**src/ipsv_pkg.sv**
```systemverilog
`default_nettype none
// ----------------------------------------------------------------------------
// ipsv_pkg: shared types, constants and arithmetic helpers
// Q24 and Q30 constants, the sector code, the result payload and the sine sample
// generator used to build the lookup table at elaboration.
// ----------------------------------------------------------------------------
package ipsv_pkg;

	localparam logic signed [31:0] Q24_ONE        = 32'sd16777216;
	localparam logic signed [31:0] Q24_HALF       = 32'sd8388608;
	localparam logic signed [31:0] SQRT3_HALF_Q24 = 32'sd14529495;
	localparam logic [63:0]        HALF_PI_Q30    = 64'd1686629713;

	// Sector as the three sign tests {vc > 0, vb > 0, va > 0}
	typedef enum logic [2:0] {
		SECT_NONE = 3'd0,
		SECT_1    = 3'd1,
		SECT_2    = 3'd2,
		SECT_3    = 3'd3,
		SECT_4    = 3'd4,
		SECT_5    = 3'd5,
		SECT_6    = 3'd6,
		SECT_ALL  = 3'd7
	} sector_t;

	// One result transaction
	typedef struct packed {
		logic signed [31:0] bottom_command;
		logic signed [31:0] top_command;
	} result_t;

	// Q24 product: exact 64-bit product, arithmetic shift by 24, keep 32 bits
	function automatic logic signed [31:0] mul_q24(input logic signed [31:0] a,
			input logic signed [31:0] b);
		logic signed [63:0] prod;
		prod = 64'(a) * 64'(b);
		return prod[55:24];
	endfunction

	// Taylor term divisor (2n)(2n+1)
	function automatic logic [63:0] div_term(input logic [63:0] v, input int n);
		case (n)
			1:       return v / 6;
			2:       return v / 20;
			3:       return v / 42;
			4:       return v / 72;
			5:       return v / 110;
			6:       return v / 156;
			7:       return v / 210;
			8:       return v / 272;
			9:       return v / 342;
			10:      return v / 420;
			default: return v;
		endcase
	endfunction

	// Q24 sine of a 32-bit phase (one turn = 2^32), first-quadrant Taylor in Q30
	function automatic logic signed [31:0] sine_sample(input logic [63:0] phase);
		logic [1:0]         quad;
		logic [63:0]        r;
		logic [63:0]        x;
		logic [63:0]        x2;
		logic [63:0]        mag;
		logic signed [63:0] sum;
		logic signed [31:0] v;
		quad = phase[31:30];
		r    = {34'd0, phase[29:0]};
		if (quad[0])
			r = 64'h4000_0000 - r;
		x   = (r * HALF_PI_Q30) >> 30;
		x2  = (x * x) >> 30;
		mag = x;
		sum = signed'(x);
		for (int n = 1; n <= 10; n++) begin
			mag = div_term((mag * x2) >> 30, n);
			if (n % 2 == 1)
				sum = sum - signed'(mag);
			else
				sum = sum + signed'(mag);
		end
		if (sum < 0)
			sum = '0;
		if (sum > 64'sh4000_0000)
			sum = 64'sh4000_0000;
		v = 32'((unsigned'(sum) + 64'd32) >> 6);
		return quad[1] ? -v : v;
	endfunction

endpackage
`default_nettype wire

```
**src/ipsv_duty.sv**
```systemverilog
`default_nettype none
// ----------------------------------------------------------------------------
// ipsv_duty: sector decode and phase A duty
// Stage 6 takes the three sign tests and forms the duty operands, stage 7
// evaluates the phase A duty for the decoded sector.
// ----------------------------------------------------------------------------
module ipsv_duty (
	input  wire logic               clk,
	input  wire logic               arst_n,
	input  wire logic               en,
	input  wire logic               valid_s5,
	input  wire logic signed [31:0] va_s5,
	input  wire logic signed [31:0] ka_s5,
	input  wire logic signed [31:0] kb_s5,
	output logic                    valid_s7,
	output logic signed [31:0]      ta_s7
);
	import ipsv_pkg::*;

	logic               valid_s6;
	sector_t            sector_s6;
	logic signed [31:0] va_s6;
	logic signed [31:0] vb_s6;
	logic signed [31:0] vc_s6;

	logic signed [31:0] vb_test;
	logic signed [31:0] vc_test;
	logic signed [31:0] sum_a;
	logic signed [31:0] half_a;
	logic signed [31:0] mid_a;
	logic signed [31:0] ta_next;

	// Sign tests on the sector projections
	assign vb_test = ka_s5 - kb_s5;
	assign vc_test = -ka_s5 - kb_s5;

	// Stage 6: sector and duty operands
	always_ff @(posedge clk) begin
		if (en) begin
			sector_s6 <= sector_t'({vc_test > 0, vb_test > 0, va_s5 > 0});
			va_s6     <= va_s5;
			vb_s6     <= ka_s5 + kb_s5;
			vc_s6     <= kb_s5 - ka_s5;
		end
	end

	// Evaluate the sector formula; unused sectors give one half
	always_comb begin
		sum_a   = '0;
		half_a  = '0;
		mid_a   = '0;
		ta_next = Q24_HALF;
		case (sector_s6)
			SECT_1: begin
				sum_a   = Q24_ONE - vc_s6 - vb_s6;
				half_a  = sum_a >>> 1;
				ta_next = half_a + vc_s6;
			end
			SECT_2: begin
				sum_a   = Q24_ONE - vb_s6 + va_s6;
				ta_next = sum_a >>> 1;
			end
			SECT_3: begin
				sum_a   = Q24_ONE + vc_s6 - va_s6;
				ta_next = sum_a >>> 1;
			end
			SECT_4: begin
				sum_a   = Q24_ONE + va_s6 - vc_s6;
				half_a  = sum_a >>> 1;
				mid_a   = half_a - va_s6;
				ta_next = mid_a + vc_s6;
			end
			SECT_5: begin
				sum_a   = Q24_ONE - va_s6 + vb_s6;
				half_a  = sum_a >>> 1;
				mid_a   = half_a + va_s6;
				ta_next = mid_a - vb_s6;
			end
			SECT_6: begin
				sum_a   = Q24_ONE + vb_s6 + vc_s6;
				half_a  = sum_a >>> 1;
				ta_next = half_a - vb_s6;
			end
			default: begin
				ta_next = Q24_HALF;
			end
		endcase
	end

	// Stage 7: duty register
	always_ff @(posedge clk) begin
		if (en) begin
			ta_s7 <= ta_next;
		end
	end

	// Advance valid bits
	always_ff @(posedge clk or negedge arst_n) begin
		if (!arst_n) begin
			valid_s6 <= 1'b0;
			valid_s7 <= 1'b0;
		end else if (en) begin
			valid_s6 <= valid_s5;
			valid_s7 <= valid_s6;
		end
	end

endmodule
`default_nettype wire

```
**config.mk**
```make
export PLATFORM = sky130hd
export DESIGN_NAME = ipsv_duty
export DESIGN_NICKNAME = d
export VERILOG_FILES = /design/src/ipsv_pkg.sv /design/src/ipsv_duty.sv
export SDC_FILE = /design/constraint.sdc
export NUM_CORES = 1
export LEC_CHECK = 0
export BUFFER_PORTS_ARGS = -buffer_cell sky130_fd_sc_hd__buf_2
export CAP_MARGIN = 20
export CORE_UTILIZATION = 45
export DETAILED_ROUTE_END_ITERATION = 7
export PLACE_DENSITY = 0.59
export SYNTH_ARGS = -nofsm -noshare
export SYNTH_HDL_FRONTEND = slang
export SYNTH_SLANG_ARGS = --single-unit
```
**constraint.sdc**
```tcl
create_clock -name clk -period 17.01 [get_ports clk]
set_input_delay 0.8505 -clock clk [delete_from_list [all_inputs] [get_ports clk]]
set_output_delay 0.8505 -clock clk [all_outputs]
set_load 0.05 [all_outputs]
```
==> results of run 1 <==
[per-layer routing]
| layer | vias up | GRT usage |
|---|---|---|
| li1 | 13800 | - |
| met1 | 13500 | 0.435 |
| met2 | 1113 | 0.437 |
| met3 | 149 | 0.0411 |
| met4 | 0 | 0.130 |
| met5 | - | 0 |
[logic make-up after synthesis]
logic type / after synthesis
XOR/XNOR: 360
AO/OA/AOI/OAI: 1212
flip-flops: 132
multiplexers: 24
buffers and inverters: 384
AND/OR/NAND/NOR: 884
adder cells (fa/ha/maj): 705
[critical path, delay by kind of cell, from the launching register on]
family	cells	cell delay, ps
flip-flops	1	430
AO/OA/AOI/OAI	13	3170
adder cells (fa/ha/maj)	4	1630
AND/OR/NAND/NOR	3	1200
buffers and inverters	2	180
XOR/XNOR	2	260
[power breakdown]
group / leakage, nW / internal (mW) / switching, mW / total [mW]
Sequential: 1.31 / 0.472 / 0.0794 / 0.551
Combinational: 13.9 / 2.11 / 3.30 / 5.41
Clock: 0.278 / 0.198 / 0.195 / 0.393
[area by class of cell]
type | count | share of cell area
Clock buffer | 18 | 0.0134
Clock inverter | 14 | 0.00404
Inverter | 305 | 0.0349
Multi-Input combinational cell | 3185 | 0.769
Sequential cell | 132 | 0.121
Tap cell | 873 | 0.0333
Timing Repair Buffer | 153 | 0.0251
[worst max path at each step]
stage	startpoint	endpoint	slack (ps)
after floorplan	va_s6[2]	ta_s7[31]	10760
after global placement	va_s6[8]	ta_s7[31]	10010
after detailed placement	va_s6[8]	ta_s7[31]	9930
after CTS	va_s6[8]	ta_s7[31]	9910
after global routing	va_s6[2]	ta_s7[26]	9280
final	va_s6[8]	ta_s7[31]	9860
[cells in the final DEF, fill, tap and decap left out, types with 46 or more instances in the layout]
master	instances
o21a_1	46
xnor2_1	230
xor2_1	129
nand2_1	190
nand3_1	68
o21bai_1	65
fa_1	70
ha_1	622
a21o_1	161
nor2_1	233
o21ai_0	185
inv_1	304
edfxtp_1	130
buf_2	132
a21oi_1	350
nor3_1	87
[flip-flops by register name (all words and copies together), names as in the netlist]
| signal | count |
|---|---|
| va_s6 | 32 |
| ta_s7 | 32 |
| vb_s6 | 32 |
| valid_s7 | 1 |
| vc_s6 | 31 |
| sector_s6 | 3 |
| valid_s6 | 1 |
[stage by stage]
stage,util,instances,setup slack [ps]
after global routing,0.487,4680,9280
after detailed placement,0.479,4648,9930
after CTS,0.487,4680,9910
after global placement,0.479,4647,10010
final,0.487,4680,9860
after floorplan,-,3701,10760
==> results.sh, run 1 <==
export IMPL_clock_latency_ps=480
export IMPL_start_kind="flip-flop"
export IMPL_syn_to_final_growth_pct=7.07
export IMPL_cp_end_kind="flip-flop"
export IMPL_hold_viol=0
export IMPL_grt_overflow_total=0
export IMPL_irDropWorstVdd_uv=81.1
export IMPL_worstRegToRegCells=24
export IMPL_power_mw=6.35
export IMPL_synth_largest_area_cell="ha_1"
export IMPL_highest_layer="met4"
export IMPL_finalMaxSlewViolations=0
export IMPL_cts_resized_gates=0
export IMPL_max_cap_violations=0
export IMPL_wirelength_um=106000
export IMPL_synth_most_common_cell="ha_1"
export IMPL_clock_path_buffers=2
export IMPL_rsz0062_at_grt="false"
export IMPL_grt_max_degree=78
export IMPL_multi_input_area_um2=25200
export IMPL_synth_flop_cell="edfxtp_1"
export IMPL_globalRouteTotalUtil=0.299
export IMPL_r2r_end="ta_s7[31]"
export IMPL_num_nets_final=4586
export IMPL_cts_buffers=17
export IMPL_place_congestion=0.996
export IMPL_r2r_start="va_s6[8]"
export IMPL_setup_violations=0
export IMPL_synthAdderAreaFrac=0.304
export IMPL_met3WireLength_um=8810
export IMPL_crit_path_max_incr_delay_ps=670
export IMPL_cts_max_level=4
export IMPL_period_minus_slack_ps=7150
export IMPL_wl_met2_um=42700
export IMPL_post_cts_setup_buffers=0
export IMPL_grt_first_pass_wirelength_um=158000
export IMPL_tightestPinTransition_ps=1010
export IMPL_synthMuxAreaShare=0.00825
export IMPL_antenna_found_initial=1
export IMPL_post_dp_hpwl_um=89600
export IMPL_numClockSinks=132
export IMPL_drc_errors=0
export IMPL_syn_avg_cell_area_um2=8.27
export IMPL_synth_top_cells_by_count="ha_1, a21oi_1, inv_1"
export IMPL_start_util=0.455
export IMPL_path_common_cell="ha_1"
export IMPL_ctsHoldBuffers=0
export IMPL_worst_setup_path_type="reg -> reg"
export IMPL_grt_pass1_vias=27000
export IMPL_whs_ps=140
export IMPL_die_area_um2=69100
export IMPL_async_flop_share=0.0152
export IMPL_clk_pin_slew_ps=80
export IMPL_place_area_um2=32200
export IMPL_cp_required_ps=17210
export IMPL_synth_top_cell_area_share=0.254
export IMPL_slew_limit_headroom=0.326
export IMPL_ys_warnings_count=0
export IMPL_ant_nets=0
export IMPL_netlist_top_cells_area="ha_1, edfxtp_1, xnor2_1"
export IMPL_path_cells="inv_1 -> ha_1 -> ha_1 -> a21o_1 -> a211oi_1 -> and3_1 -> o31ai_2 -> a211oi_1 -> o21a_1 -> inv_1 -> a21oi_1 -> xnor2_1 -> fa_1 -> ha_1 -> o21a_1 -> or2_2 -> a311o_1 -> a21oi_1 -> o21ai_0 -> or4b_2 -> a31oi_1 -> xnor2_1 -> a221oi_1 -> o211ai_1"
export IMPL_ff2ff_setup_slack_ps=9860
export IMPL_io_pins=133
export IMPL_synth_edf_count=130
export IMPL_wire_per_inst_um=22.6
export IMPL_drive_gt1_frac=0.0667
export IMPL_synth_distinct_cells=95
export IMPL_cts_tree="built"
export IMPL_max_freq_mhz=140
export IMPL_crit_path_max_fanout=9
export IMPL_fin_area_um2=32800
export IMPL_fin_crit_sh=0.420
export IMPL_register_area_um2=3950
export IMPL_synthCells=3701
export IMPL_p_leak_nw=15.5
export IMPL_outcome="finished, final reports clean"
export IMPL_drt_iter0_drc=2630
export IMPL_num_vias=28600
export IMPL_m1WireLength_um=49600
export IMPL_viasPerCell=6.10
export IMPL_hold_class="in -> async"
export IMPL_synth_compound_gate_area_share=0.263
export IMPL_fp_dieH_um=263
export IMPL_syn_nets=4493
export IMPL_synthSimpleGateAreaFrac=0.143
export IMPL_syn_area_um2=30600
export IMPL_rows=95
export IMPL_critPathArrivalTime_ps=7340
export IMPL_coreArea_um2=67300
export IMPL_cp_slowest_cell="or4b_2"
export IMPL_num_antenna_cells=0
export IMPL_port_buffer_count=132
export IMPL_die_width_um=263
export IMPL_first_pass_iters=8
export IMPL_yosysSeqAreaShare=0.129
export IMPL_synth_seq_cells=132
export IMPL_fin_skew_ps=21.1
export IMPL_nFillCells=6696
export IMPL_synth_xor_area_frac=0.103
export IMPL_setup_tns_ps=0
export IMPL_powerDensity_nw_per_um2=194
export IMPL_synth_top_family_by_area="adder cells"
export IMPL_root_buffer="clkbuf_16"
(Power assumes the default switching activity.)
==> run 2, diff against run 1 <==
Clock period 17.01 ns to 7.1 ns, I/O delays scaled along.
==> results.sh, run 2 (synthesis gave the netlist of run 1 again) <==
export IMPL_p_comb_frac=0.848
export IMPL_setup_slack_ps=335
export IMPL_numClockSinks=132
export IMPL_cp_startpoint="va_s6[2]"
export IMPL_finalMaxSlewViolations=0
export IMPL_powerDensity_nw_per_um2=460
export IMPL_coreArea_um2=67300
export IMPL_post_dp_hpwl_um=90000
export IMPL_hold_viol=0
export IMPL_r2r_end="ta_s7[31]"
export IMPL_fp_dieH_um=263
export IMPL_grt_first_pass_wirelength_um=159000
export IMPL_cp_slowest_cell="or4b_2"
export IMPL_slew_limit_headroom=0.350
export IMPL_io_pins=133
export IMPL_worst_setup_path_type="reg -> reg"
export IMPL_crit_path_max_incr_delay_ps=650
export IMPL_clockPowerShare=0.064
export IMPL_m1WireLength_um=50100
export IMPL_drc_errors=0
export IMPL_ant_nets=0
export IMPL_fin_skew_ps=15.8
export IMPL_met3WireLength_um=8660
export IMPL_cp_endpoint="ta_s7[31]"
export IMPL_drt_iter0_drc=3100
export IMPL_die_width_um=263
export IMPL_whs_ps=69.9
export IMPL_root_buffer="clkbuf_16"
export IMPL_setup_violations=0
export IMPL_rsz0062_at_grt="true"
export IMPL_ff2ff_setup_slack_ps=330
export IMPL_rows=95
export IMPL_seqPwrFrac=0.088
export IMPL_nFillCells=6760
export IMPL_cts_buffers=17
export IMPL_start_util=0.455
export IMPL_tightestPinTransition_ps=975
export IMPL_first_pass_iters=6
export IMPL_reg_top3="ta_s7 x32, va_s6 x32, vb_s6 x32"
export IMPL_globalRouteTotalUtil=0.301
export IMPL_syn_to_final_growth_pct=8.08
export IMPL_grt_max_degree=69
export IMPL_drive_gt1_frac=0.0756
export IMPL_hold_class="in -> reg"
export IMPL_num_vias=28700
export IMPL_place_area_um2=32400
export IMPL_dp_slack_ps=144
export IMPL_num_antenna_cells=0
export IMPL_antenna_found_initial=0
export IMPL_grt_pass1_vias=26900
export IMPL_setup_tns_ps=0
export IMPL_wirelength_um=106000
export IMPL_crit_path_max_fanout=7
export IMPL_max_freq_mhz=148
export IMPL_worstRegToRegCells=25
export IMPL_cp_end_kind="flip-flop"
export IMPL_r2r_start="va_s6[2]"
export IMPL_cts_max_level=4
export IMPL_switching_power_mw=8.46
export IMPL_num_nets_final=4613
export IMPL_fin_area_um2=33100
export IMPL_p_sw_frac=0.556
export IMPL_wl_met2_um=44300
export IMPL_critPathArrivalTime_ps=6950
export IMPL_start_kind="flip-flop"
export IMPL_max_cap_violations=0
export IMPL_fin_crit_sh=0.953
export IMPL_internal_power_mw=6.76
export IMPL_clock_path_buffers=2
export IMPL_cts_tree="built"
export IMPL_clk_pin_slew_ps=80
export IMPL_irDropWorstVdd_uv=241
export IMPL_outcome="finished, final reports clean"
export IMPL_period_minus_slack_ps=6770
export IMPL_port_buffer_count=132
export IMPL_viasPerCell=6.10
export IMPL_cp_required_ps=7280
export IMPL_place_congestion=0.985
export IMPL_highest_layer="met4"
export IMPL_clock_latency_ps=470
export IMPL_die_area_um2=69100
export IMPL_fin_util=0.492
export IMPL_wire_per_inst_um=22.6
export IMPL_grt_overflow_total=0
export IMPL_cp_num_buf_inv=2
export IMPL_layout_commonest_cell="ha_1"
export IMPL_p_leak_nw=15.6
export IMPL_crit_cells=25
export IMPL_critPathTopFamily="compound AO/OA/AOI/OAI gates"
export IMPL_final_cell_mix="ha_1, a21oi_1, inv_1"
## run 2: area by class of cell
class	count	area, um^2	area share
clock buffer	18	439	0.0133
multi-input combinational	3185	25300	0.764
clock inverter	14	159	0.00480
sequential	132	3950	0.119
timing repair buffer	180	1030	0.0311
inverter	305	1140	0.0346
tap	873	1090	0.0330
## run 2: per-layer routing
metal | vias up | track usage
met2 | 1101 | 0.453
li1 | 13900 | -
met5 | - | 0
met1 | 13600 | 0.443
met3 | 129 | 0.0353
met4 | 0 | 0.0925
## run 2: worst min-delay path by stage
| stage | from | end | slack [ps] | depth (start not counted) |
|---|---|---|---|---|
| floorplan | arst_n | valid_s6 | 60 | 0 |
| global placement | arst_n | valid_s7 | 140 | 1 |
| detailed placement | arst_n | valid_s7 | 150 | 1 |
| CTS | va_s5[24] | va_s6[24] | 40 | 1 |
| global route | va_s5[1] | va_s6[1] | 60 | 1 |
| finish | va_s5[1] | va_s6[1] | 70 | 1 |
## run 2: power groups by stage
stage / sequential (mW) / clock, mW / combinational, mW
after floorplan: 1.58 / 0 / 8.91
after global placement: 1.34 / 0 / 12.5
after detailed placement: 1.35 / 0 / 12.4
after CTS: 1.33 / 0.992 / 12.5
after global routing: 1.35 / 1.01 / 14.0
final: 1.34 / 0.973 / 12.9
## run 2: per-stage QoR
stage               total power, mW  cells
floorplan                      10.5   3701
global placement               13.8   4671
detailed placement             13.8   4671
CTS                            14.9   4704
global route                   16.4   4707
finish                         15.2   4707
## run 2: worst reg2reg max path, delay by kind of cell (launching register included)
kind	cells	cell delay [ps]
AOI/OAI and AO/OA	12	2620
and+or+nand+nor	4	1390
adders and majority gates	4	1360
DFF	1	460
xor gates and xnor gates	3	440
buffers and inverters	2	210
## run 2: what timing repair did
item | CTS | global route
setup endpoints to repair | 0 | 7
endpoints found under the hold margin | 2 | 0
resized for setup | 0 | 18
buffers inserted | 0 | 3
hold buffers | 1 | 0
