**src/ipsv_pkg.sv**
```systemverilog
`default_nettype none
// ----------------------------------------------------------------------------
// ipsv_pkg: shared types, constants and arithmetic helpers
// Q24 and Q30 constants, the sector code, the result payload and the sine sample
// generator used to build the lookup table at elaboration.
// ----------------------------------------------------------------------------
package ipsv_pkg;

	localparam logic signed [31:0] Q24_ONE        = 32'sd16777216;
	localparam logic signed [31:0] Q24_HALF       = 32'sd8388608;
	localparam logic signed [31:0] SQRT3_HALF_Q24 = 32'sd14529495;
	localparam logic [63:0]        HALF_PI_Q30    = 64'd1686629713;

	// Sector as the three sign tests {vc > 0, vb > 0, va > 0}
	typedef enum logic [2:0] {
		SECT_NONE = 3'd0,
		SECT_1    = 3'd1,
		SECT_2    = 3'd2,
		SECT_3    = 3'd3,
		SECT_4    = 3'd4,
		SECT_5    = 3'd5,
		SECT_6    = 3'd6,
		SECT_ALL  = 3'd7
	} sector_t;

	// One result transaction
	typedef struct packed {
		logic signed [31:0] bottom_command;
		logic signed [31:0] top_command;
	} result_t;

	// Q24 product: exact 64-bit product, arithmetic shift by 24, keep 32 bits
	function automatic logic signed [31:0] mul_q24(input logic signed [31:0] a,
			input logic signed [31:0] b);
		logic signed [63:0] prod;
		prod = 64'(a) * 64'(b);
		return prod[55:24];
	endfunction

	// Taylor term divisor (2n)(2n+1)
	function automatic logic [63:0] div_term(input logic [63:0] v, input int n);
		case (n)
			1:       return v / 6;
			2:       return v / 20;
			3:       return v / 42;
			4:       return v / 72;
			5:       return v / 110;
			6:       return v / 156;
			7:       return v / 210;
			8:       return v / 272;
			9:       return v / 342;
			10:      return v / 420;
			default: return v;
		endcase
	endfunction

	// Q24 sine of a 32-bit phase (one turn = 2^32), first-quadrant Taylor in Q30
	function automatic logic signed [31:0] sine_sample(input logic [63:0] phase);
		logic [1:0]         quad;
		logic [63:0]        r;
		logic [63:0]        x;
		logic [63:0]        x2;
		logic [63:0]        mag;
		logic signed [63:0] sum;
		logic signed [31:0] v;
		quad = phase[31:30];
		r    = {34'd0, phase[29:0]};
		if (quad[0])
			r = 64'h4000_0000 - r;
		x   = (r * HALF_PI_Q30) >> 30;
		x2  = (x * x) >> 30;
		mag = x;
		sum = signed'(x);
		for (int n = 1; n <= 10; n++) begin
			mag = div_term((mag * x2) >> 30, n);
			if (n % 2 == 1)
				sum = sum - signed'(mag);
			else
				sum = sum + signed'(mag);
		end
		if (sum < 0)
			sum = '0;
		if (sum > 64'sh4000_0000)
			sum = 64'sh4000_0000;
		v = 32'((unsigned'(sum) + 64'd32) >> 6);
		return quad[1] ? -v : v;
	endfunction

endpackage
`default_nettype wire

```
**src/ipsv_skid.sv**
```systemverilog
`default_nettype none
// ----------------------------------------------------------------------------
// ipsv_skid: output register with skid stage
// Registered output transaction plus one spare entry, so the upstream
// ready is a flop and never depends on the downstream ready.
// ----------------------------------------------------------------------------
module ipsv_skid (
	input  wire logic              clk,
	input  wire logic              arst_n,
	input  wire logic              in_valid,
	output logic                   in_ready,
	input  wire ipsv_pkg::result_t in_data,
	output logic                   out_valid,
	input  wire logic              out_ready,
	output ipsv_pkg::result_t      out_data
);
	import ipsv_pkg::*;

	logic    out_valid_q;
	logic    skid_valid_q;
	result_t out_data_q;
	result_t skid_data_q;

	assign in_ready  = !skid_valid_q;
	assign out_valid = out_valid_q;
	assign out_data  = out_data_q;

	// Valid flags
	always_ff @(posedge clk or negedge arst_n) begin
		if (!arst_n) begin
			out_valid_q  <= 1'b0;
			skid_valid_q <= 1'b0;
		end else if (in_valid && in_ready) begin
			if (!out_valid_q || out_ready)
				out_valid_q <= 1'b1;
			else
				skid_valid_q <= 1'b1;
		end else if (out_ready) begin
			if (skid_valid_q)
				skid_valid_q <= 1'b0;
			else
				out_valid_q <= 1'b0;
		end
	end

	// Payload: load output directly, park in skid, or drain skid
	always_ff @(posedge clk) begin
		if (in_valid && in_ready) begin
			if (!out_valid_q || out_ready)
				out_data_q <= in_data;
			else
				skid_data_q <= in_data;
		end else if (out_ready && skid_valid_q) begin
			out_data_q <= skid_data_q;
		end
	end

endmodule
`default_nettype wire

```
**config.mk**
```make
export PLATFORM = sky130hd
export DESIGN_NAME = ipsv_skid
export DESIGN_NICKNAME = d
export VERILOG_FILES = /design/src/ipsv_pkg.sv /design/src/ipsv_skid.sv
export SDC_FILE = /design/constraint.sdc
export NUM_CORES = 1
export LEC_CHECK = 0
export ABC_CLOCK_PERIOD_IN_PS = 10850
export BUFFER_PORTS_ARGS = -buffer_cell sky130_fd_sc_hd__buf_4
export CORE_MARGIN = 3
export CORE_UTILIZATION = 40
export CTS_CLUSTER_DIAMETER = 50
export CTS_CLUSTER_SIZE = 30
export DETAILED_ROUTE_END_ITERATION = 10
export GPL_ROUTABILITY_DRIVEN = 0
export PLACE_DENSITY = 0.68
export RECOVER_POWER = 50
export SLEW_MARGIN = 20
export SYNTH_ARGS = -nofsm -noshare
export SYNTH_HDL_FRONTEND = slang
export SYNTH_SLANG_ARGS = --single-unit
```
**constraint.sdc**
```tcl
create_clock -name clk -period 10.85 [get_ports clk]
set_input_delay 1.085 -clock clk [delete_from_list [all_inputs] [get_ports clk]]
set_output_delay 1.085 -clock clk [all_outputs]
set_load 0.02 [all_outputs]
```
==> qor.csv, run 1 <==
metric,value,unit
cell-by-cell trace of the critical path,"clkbuf_1, o22a_1",
worst-path maximum fanout,64,
Max VDD drop,118,uV
Synth Net Count,279,
overall die height,117,microns
final setup TNS,0,ns
Final min period,3.43,ns
final WL,8.63,mm
critical path arrival,3.39,ns
worst r2r path cells,2,
Multi-input gate area,830,sq um
Yosys top cell area share,78.1,%
cell family with most CP delay,compound AO/OA/AOI/OAI gates,
Core Area,0.0117,sq mm
1st-pass router iterations,4,
Max Transition Viols Final,65,
Peak Freq,0.292,GHz
status,"complete, but fails checks",
crit path capture type,register,
CTS Buffer Depth,2,
slowest cell on the critical path,o22a_1,
largest net degree at the start of global routing,67,
GRT Total Usage,13.0,%
WS Path Type,input pin to register,
crit start category,input pin,
Yosys top cell by area,edfxtp_1,
max-cap violation count,1,
unrepaired setup endpoints after global routing,no,
CP endpoint,out_data[59],
FF+latch area,0.00389,sq mm
hold buffer count at CTS,0,
n_diodes,0,
max incr delay on CP,2.14,ns
area grow syn2layout,29.1,%
setup bufs post-CTS,0,
Clk Tree Root Cell,clkbuf_16,
clock slew at reported path FFs,0.05,ns
post-synthesis cell type count,15,
Cells after Synth,211,
via count,2405,
first-pass GRT wire length,13.0,mm
hold crit path type,input pin to async pin,
syn_area_per_cell,23.3,sq um
number of buffers created by CTS,17,
post-DP HPWL,5.62,mm
#FFs+latches synth,130,
endpoints failing setup,0,
die area,0.0137,sq mm
Filler cells,1000,
Buffers on Ports,133,
slack of the critical path,7.42,ns
"commonest non-fill, non-tap cells in the layout","edfxtp_1, buf_4, clkbuf_1",
Crit. Startpoint,in_valid,
Clock Latency Late Sink,0.40,ns
register area share after synthesis,79.1,%
YS warnings,0,
nets@finish,427,
"commonest non-fill, non-tap cell in the layout",edfxtp_1,
cell depth of the worst setup path,2,
pre-CTS WS,7.84,ns
"Cell Area, Synth",0.00492,sq mm
layout cells sized above 1,43.5,%
starting density of the core,42.0,%
"reg-to-reg slack, setup",7.66,ns
H-Tree Depth,4,
dominant cells by area after synthesis,"edfxtp_1, mux2_4, mux2_2",
DRT iter0 DRCs,104,
# resized after CTS,0,
IO Pins,134,
clock sinks,130,
WP buf/inv,1,
Std-Cell Rows,39,
WL/cell,16.8,microns
Final period util,31.6,%
Pleak,2.37,nW
vias in the first global route,2488,
"Hold Violations, Final",0,
pwr dens,206,mW/mm^2
Vias/cell,4.67,
Worst-Margin Slew,2.92,ns
grt total ovfl,0,
Die Wd,117,microns
critical path required time,10.81,ns
reg2reg start,skid_valid_q,
failing checks,"max-capacitance violations, max-slew violations",
initial antenna violation count,0,
Crit Reg-Reg Endpoint,out_data[59],
worst relative slew slack,-94.4,%
skew final,0.00591,ns
CTS tree,yes,
drt drc,0,
ANT nets after route,0,
layout make-up:
type,instances,area share [%]
Clock buffer,19,6.81
Clock inverter,13,2.24
Inverter,2,0.118
Multi-Input combinational cell,72,13.1
Sequential cell,130,61.3
Tap cell,143,2.82
Timing Repair Buffer,136,13.7
flip-flops by register name (all words and copies together), names as in the netlist:
name          cells
out_data         64
out_valid         1
skid_data_q      64
skid_valid_q      1
cell families after synthesis:
group,share of synthesized area (%)
flops,79.1
mux,17.5
buf+inv,2.29
simple gates,0.661
compound gates,0.381
stage by stage:
step	utilization (%)	cells	power, mW	area, sq um	hold slack (ns)
after floorplan	-	211	0.714	4920	0.523
after global placement	51.4	482	0.777	6020	0.530
after detailed placement	51.4	482	0.781	6020	0.533
after CTS	56.3	514	1.34	6600	0.424
after global routing	54.3	515	1.36	6350	0.438
final	54.3	515	1.31	6350	0.453
per-layer routing:
layer,vias to the layer above,track usage [%],share of wire (%)
li1,1144,-,-
met1,1155,16.7,44
met2,96,18.6,46
met3,10,6.74,8.9
met4,0,5.73,1.2
met5,-,0,0
synth_stat cells:
cell / n
o21ai_0: 1
mux2_2: 26
nand2b_4: 1
buf_8: 2
nor3_1: 1
buf_4: 2
o22a_1: 1
inv_1: 2
mux2_4: 38
nor2_1: 2
nor2b_1: 1
a21oi_1: 1
dfrtp_1: 2
buf_12: 3
edfxtp_1: 128
worst min path at each step:
stage / slack, ns / to / cells past startpoint
finish: 0.45 / skid_valid_q / 1
global route: 0.44 / skid_valid_q / 1
CTS: 0.42 / skid_valid_q / 1
detailed placement: 0.53 / out_data[58] / 1
global placement: 0.53 / out_data[37] / 1
floorplan: 0.52 / out_data[0] / 1
power breakdown:
part	internal (mW)	switching (mW)
clock	0.357	0.198
combinational	0.0610	0.0794
sequential	0.602	0.0104
(Power assumes the default switching activity.)
==> inputs of run 2 (changes only) <==
--- a/config.mk
+++ b/config.mk
@@ -5,7 +5,7 @@
 export SDC_FILE = /design/constraint.sdc
 export NUM_CORES = 1
 export LEC_CHECK = 0
-export ABC_CLOCK_PERIOD_IN_PS = 10850
+export ABC_CLOCK_PERIOD_IN_PS = 3100
 export BUFFER_PORTS_ARGS = -buffer_cell sky130_fd_sc_hd__buf_4
 export CORE_MARGIN = 3
 export CORE_UTILIZATION = 40
@@ -13,7 +13,7 @@
 export CTS_CLUSTER_SIZE = 30
 export DETAILED_ROUTE_END_ITERATION = 10
 export GPL_ROUTABILITY_DRIVEN = 0
-export PLACE_DENSITY = 0.68
+export PLACE_DENSITY = 0.7
 export RECOVER_POWER = 50
 export SLEW_MARGIN = 20
 export SYNTH_ARGS = -nofsm -noshare
==> constraint.sdc (replaced) <==
create_clock -name clk -period 3.1 [get_ports clk]
set_input_delay 0.31 -clock clk [delete_from_list [all_inputs] [get_ports clk]]
set_output_delay 0.31 -clock clk [all_outputs]
set_load 0.02 [all_outputs]
==> run 2 against run 1 <==
The run now ends clean. Clock power rose to 3.4 times the previous value. Global-route usage is 0.060 points lower. Hold slack worse by 0.34 ns. Flip-flop and latch count did not move. Final cell count increased by 0.39%. Largest cell class unchanged.
==> qor.csv, run 2 (synthesis gave the netlist of run 1 again) <==
metric,value,unit,change
crit path capture type,register,,
first-pass GRT wire length,13.0,mm,-0.15%
Vias/cell,4.71,,+0.81%
hold crit path type,input pin to register,,
Max VDD drop,389,uV,+230%
final instance area,0.00619,sq mm,-2.5%
Worst-Margin Slew,0.889,ns,-2.03 ns
overall power,4.48,mW,+240%
cell-by-cell trace of the critical path,"nand2b_4, buf_4, mux2_2",,
final WL,8.78,mm,+1.7%
nets@finish,429,,+0.47%
grt total ovfl,0,,unchanged
worst-path maximum fanout,34,,-47%
Clk Tree Root Cell,clkbuf_16,,
final setup TNS,0,ns,unchanged
CTS Buffer Depth,2,,unchanged
pre-CTS WS,1.07,ns,-6.77 ns
worst relative slew slack,40.7,%,+140 points
drt drc,0,,unchanged
critical path arrival,2.12,ns,-1.27 ns
Core Area,0.0117,sq mm,unchanged
Std-Cell Rows,39,,unchanged
n_diodes,0,,unchanged
Peak Freq,0.508,GHz,
IO Pins,134,,unchanged
overall die height,117,microns,unchanged
"Core Util, Final",52.9,%,-1.4 points
status,finished clean,,
"Hold Violations, Final",0,,unchanged
max incr delay on CP,0.48,ns,-1.66 ns
clock slew at reported path FFs,0.05,ns,about the same
"commonest non-fill, non-tap cells in the layout","edfxtp_1, clkbuf_1, mux2_4",,
"commonest non-fill, non-tap cell in the layout",edfxtp_1,,
pwr dens,723,mW/mm^2,+250%
cell family with most CP delay,simple AND/OR/NAND/NOR gates,,
Final min period,1.97,ns,
Buffers on Ports,133,,unchanged
max-cap violation count,0,,-1
endpoints failing setup,0,,unchanged
skew final,0.00667,ns,+0.000768 ns
H-Tree Depth,4,,unchanged
GRT Total Usage,13.0,%,-0.060 points
initial antenna violation count,0,,unchanged
CTS tree,yes,,
via count,2434,,+1.2%
die area,0.0137,sq mm,unchanged
Max Transition Viols Final,0,,-100%
WL/cell,17.0,microns,+1.3%
DP Area,0.00604,sq mm,+0.35%
Die Wd,117,microns,unchanged
crit start category,register,,
Pleak,2.19,nW,-7.4%
unrepaired setup endpoints after global routing,no,,
vias in the first global route,2463,,-1.0%
post-DP HPWL,5.78,mm,+3.0%
ANT nets after route,0,,unchanged
largest net degree at the start of global routing,65,,-3.0%
Final period util,63.5,%,
DRT iter0 DRCs,126,,+21%
clock sinks,130,,unchanged
slack of the critical path,1.13,ns,-6.29 ns
slowest cell on the critical path,nand2b_4,,
number of buffers created by CTS,17,,unchanged
Clock Latency Late Sink,0.40,ns,about the same
WS Path Type,register to register,,
WP buf/inv,1,,unchanged
1st-pass router iterations,4,,unchanged
area grow syn2layout,25.9,%,
critical path required time,3.25,ns,-7.56 ns
layout cells sized above 1,32.1,%,-11 points
starting density of the core,42.0,%,unchanged
run 2: changes by cell type in the layout (fill, tap and decap cells not counted), moves of 2 or more:
cell | before | now
buf_4 | 61 | 6
clkbuf_1 | 48 | 102
mux2_1 | 22 | 10
mux2_4 | 16 | 28
clkinvlp_4 | 0 | 5
clkinv_2 | 8 | 4
buf_1 | 0 | 2
run 2: per-stage QoR:
stage,hold WS [ns],cells
2_1_floorplan,0.0144,211
3_3_place_gp,0.0926,484
3_5_place_dp,0.0951,484
4_1_cts,0.0717,517
5_1_grt,0.0912,517
6_report,0.110,517
run 2: timing repair:
| item | CTS | global route |
|---|---|---|
| hold endpoints to repair | 2 | 0 |
| setup endpoints to repair | 0 | 0 |
| hold buffers | 1 | 0 |
| buffers inserted | 0 | 0 |
| resized for setup | 0 | 0 |
run 2: layout make-up:
cell class                 count  area, sq um
clock inverter                15          143
fill                        1039         5520
inverter                       2         7.51
timing repair buffer         138          648
tap                          143          179
multi-input combinational     72          897
sequential                   130         3890
clock buffer                  17          425
run 2: power breakdown:
part           total [mW]  leakage, nW  internal [mW]  switching (mW)
clock network        1.90        0.266           1.17           0.724
registers            2.14         1.23           2.10          0.0380
logic               0.446        0.698          0.166           0.280
total                4.48         2.19           3.44            1.04
run 2: path summary, 6_finish.rpt:
| check | cells past startpoint | startpoint | slack (ns) | end |
|---|---|---|---|---|
| setup / recovery | 3 | skid_valid_q | 1.13 | out_data[60] |
| hold / removal | 2 | out_ready | 0.11 | skid_valid_q |
| setup reg to reg | 3 | skid_valid_q | 1.13 | out_data[60] |
| hold reg to reg | 1 | skid_data_q[54] | 0.54 | out_data[54] |
| max in group asynchronous | 2 | arst_n | 2.72 | skid_valid_q |
| min in group asynchronous | 2 | arst_n | 0.24 | out_valid |
run 2: metal layers:
metal  global-route usage (%)  wire, microns  vias up
met5                        0              0        -
met4                     5.05             73        0
met3                     5.45            721        6
met2                     20.3           4230       87
met1                     16.2           3760     1197
li1                         -              -     1144
==> inputs of run 3 (changes only) <==
--- a/config.mk
+++ b/config.mk
@@ -5,7 +5,8 @@
 export SDC_FILE = /design/constraint.sdc
 export NUM_CORES = 1
 export LEC_CHECK = 0
-export ABC_CLOCK_PERIOD_IN_PS = 3100
+export ABC_AREA = 1
+export ABC_CLOCK_PERIOD_IN_PS = 1600
 export BUFFER_PORTS_ARGS = -buffer_cell sky130_fd_sc_hd__buf_4
 export CORE_MARGIN = 3
 export CORE_UTILIZATION = 40
==> constraint.sdc (replaced) <==
create_clock -name clk -period 1.6 [get_ports clk]
set_input_delay 0.16 -clock clk [delete_from_list [all_inputs] [get_ports clk]]
set_output_delay 0.16 -clock clk [all_outputs]
set_load 0.02 [all_outputs]
==> run 3 against run 2 <==
Register-to-register slack got worse by 0.92 ns. Die area decreased by 2.8%. Clock skew decreased by 0.0012 ns. Global-route usage increased by 4.1 points. Sequential power increased by 100%. Setup slack got worse by 0.92 ns. Critical path type unchanged. Highest routed layer unchanged.
==> qor.csv, run 3 <==
metric,value,unit,change
status,finished clean,,
starting density of the core,41.3,%,-0.71 points
worst hold path startpoint,out_ready,,
"Async S/R FF share, synth",1.54,%,unchanged
vias in the first global route,3560,,+45%
grt total ovfl,0,,unchanged
Yosys top cell area share,80.5,%,+2.4 points
Yosys top cell by area,edfxtp_1,,
post-DP HPWL,6.36,mm,+10%
"Cell Area, Synth",0.00478,sq mm,-2.9%
"commonest non-fill, non-tap cells in the layout","nand2_1, edfxtp_1, clkbuf_1",,
nets@finish,633,,+48%
"Hold Violations, Final",0,,unchanged
endpoints failing setup,0,,unchanged
pwr dens,1380,mW/mm^2,+91%
skew final,0.00550,ns,-0.00117 ns
clock sinks,130,,unchanged
Cells after Synth,353,,+67%
Top Metal Used,met4,,
"reg-to-reg slack, setup",0.21,ns,-0.92 ns
crit path capture type,register,,
area grow syn2layout,45.8,%,
post-synthesis cell type count,9,,-6
Hold Crit Depth,4,,+2
FF+latch area,0.00389,sq mm,about the same
critical path required time,1.72,ns,-1.53 ns
n_diodes,0,,unchanged
Post-synth EDFFs,128,,unchanged
die area,0.0133,sq mm,-2.8%
1st-pass router iterations,4,,unchanged
Clock Latency Late Sink,0.41,ns,about the same
synth cell count leaders,"nand2_1, edfxtp_1, buf_4",,
GRT Total Usage,17.0,%,+4.1 points
unrepaired setup endpoints after global routing,no,,
#FFs+latches synth,130,,unchanged
dominant cells by area after synthesis,"edfxtp_1, nand2_1, buf_4",,
overall power,9.60,mW,+110%
hold crit path type,input pin to register,,
Max VDD drop,701,uV,+80%
dpl cells,624,,+29%
Std-Cell Rows,39,,unchanged
largest net degree at the start of global routing,66,,+1.5%
layout cells sized above 1,15.6,%,-17 points
Crit Reg-Reg Endpoint,out_data[52],,
Core Area,0.0116,sq mm,-1.3%
final setup TNS,0,ns,unchanged
CTS tree,yes,,
YS warnings,0,,unchanged
worst r2r path cells,4,,+1
final WL,10.5,mm,+19%
Final min period,1.39,ns,-0.578 ns
top-count cell post-synth,nand2_1,,
Clk Tree Root Cell,clkbuf_16,,
max-cap violation count,0,,unchanged
Filler cells,971,,-6.5%
IO Pins,134,,unchanged
ANT nets after route,0,,unchanged
Multi-input gate area,798,sq um,-11%
initial antenna violation count,0,,unchanged
Worst Hold Endpoint,skid_valid_q,,
worst-path maximum fanout,24,,-29%
WS Path Type,register to register,,
"commonest non-fill, non-tap cell in the layout",nand2_1,,
Synth Net Count,421,,+51%
clock slew at reported path FFs,0.06,ns,about the same
H-Tree Depth,4,,unchanged
Routed met2 length,5.19,mm,+23%
Non-Filler Instances,721,,+39%
M1 WL,4.26,mm,+13%
Post-synth top flop,edfxtp_1,,
via count,3289,,+35%
crit start category,register,,
reg2reg start,skid_valid_q,,
Final period util,86.9,%,+23 points
syn_area_per_cell,13.5,sq um,-42%
register area share after synthesis,81.5,%,+2.4 points
first-pass GRT wire length,17.1,mm,+31%
DRT iter0 DRCs,230,,+83%
Pleak,2.78,nW,+27%
WL/cell,14.5,microns,-14%
metal3 WL,736,microns,+2.1%
Worst-Margin Slew,0.320,ns,-0.569 ns
Vias/cell,4.56,,-3.1%
drt drc,0,,unchanged
Peak Freq,0.719,GHz,+42%
number of buffers created by CTS,17,,unchanged
Die Wd,115,microns,-1.4%
overall die height,115,microns,-1.4%
worst relative slew slack,78.8,%,+38 points
CTS Buffer Depth,2,,unchanged
Max Transition Viols Final,0,,unchanged
Buffers on Ports,133,,unchanged
critical path arrival,1.51,ns,-0.61 ns
## run 3: kinds of logic (layout without fill, tap and decap cells)
group                  Yosys count  count (layout)  share of synthesized area (%)
DFF                            130             130                           81.5
buffers and inverters           19             244                           2.44
and+or+nand+nor                204             204                           16.1
## run 3: area by class of cell
class / count / share of cell area, %
clock buffers: 17 / 6.11
clock inverters: 15 / 2.68
inverters: 5 / 0.323
multi-input cells: 204 / 11.5
flip-flops and latches: 130 / 55.9
well taps: 143 / 2.57
repair buffers: 207 / 20.9
## run 3: metal layers
layer  vias up  track usage, %
li1       1618               -
met1      1517            19.4
met2       128            28.4
met3        26            5.84
met4         0            8.76
met5         -               0
## run 3: what timing repair did
action                                 4_1_cts  5_1_grt
endpoints found under the hold margin       66        0
buffers inserted                             0        0
resized for setup                            0        0
hold buffers                                65        0
## run 3: stage by stage
step | util (%) | instance area, sq um | hold WS, ns | setup slack, ns
2_1_floorplan | - | 4810 | -0.136 | -0.348
3_3_place_gp | 52.2 | 6040 | -0.0491 | 0.250
3_5_place_dp | 52.2 | 6040 | -0.0488 | 0.189
4_1_cts | 63.1 | 7300 | 0.0208 | 0.182
5_1_grt | 60.2 | 6960 | 0.0449 | 0.128
6_report | 60.2 | 6960 | 0.0360 | 0.210
## run 3: critical path, stage by stage, from the launching register on
cell and delay, ns:
dfrtp_1 0.44, nor2_4 0.18, nand2_1 0.16, nand2_8 0.12, buf_12 0.18
## run 3: worst max path at each step
stage | from | endpoint | cells after the start
3_5_place_dp | skid_valid_q | out_data[49] | 4
3_3_place_gp | skid_valid_q | out_data[53] | 4
4_1_cts | skid_valid_q | out_data[52] | 4
2_1_floorplan | skid_valid_q | skid_data_q[0] | 4
6_report | skid_valid_q | out_data[52] | 4
5_1_grt | skid_valid_q | out_data[29] | 4
## run 3: report_power, final
part / switching [mW] / internal, mW
clock: 1.47 / 2.46
sequential: 0.0999 / 4.21
combinational: 0.903 / 0.465
total: 2.47 / 7.13
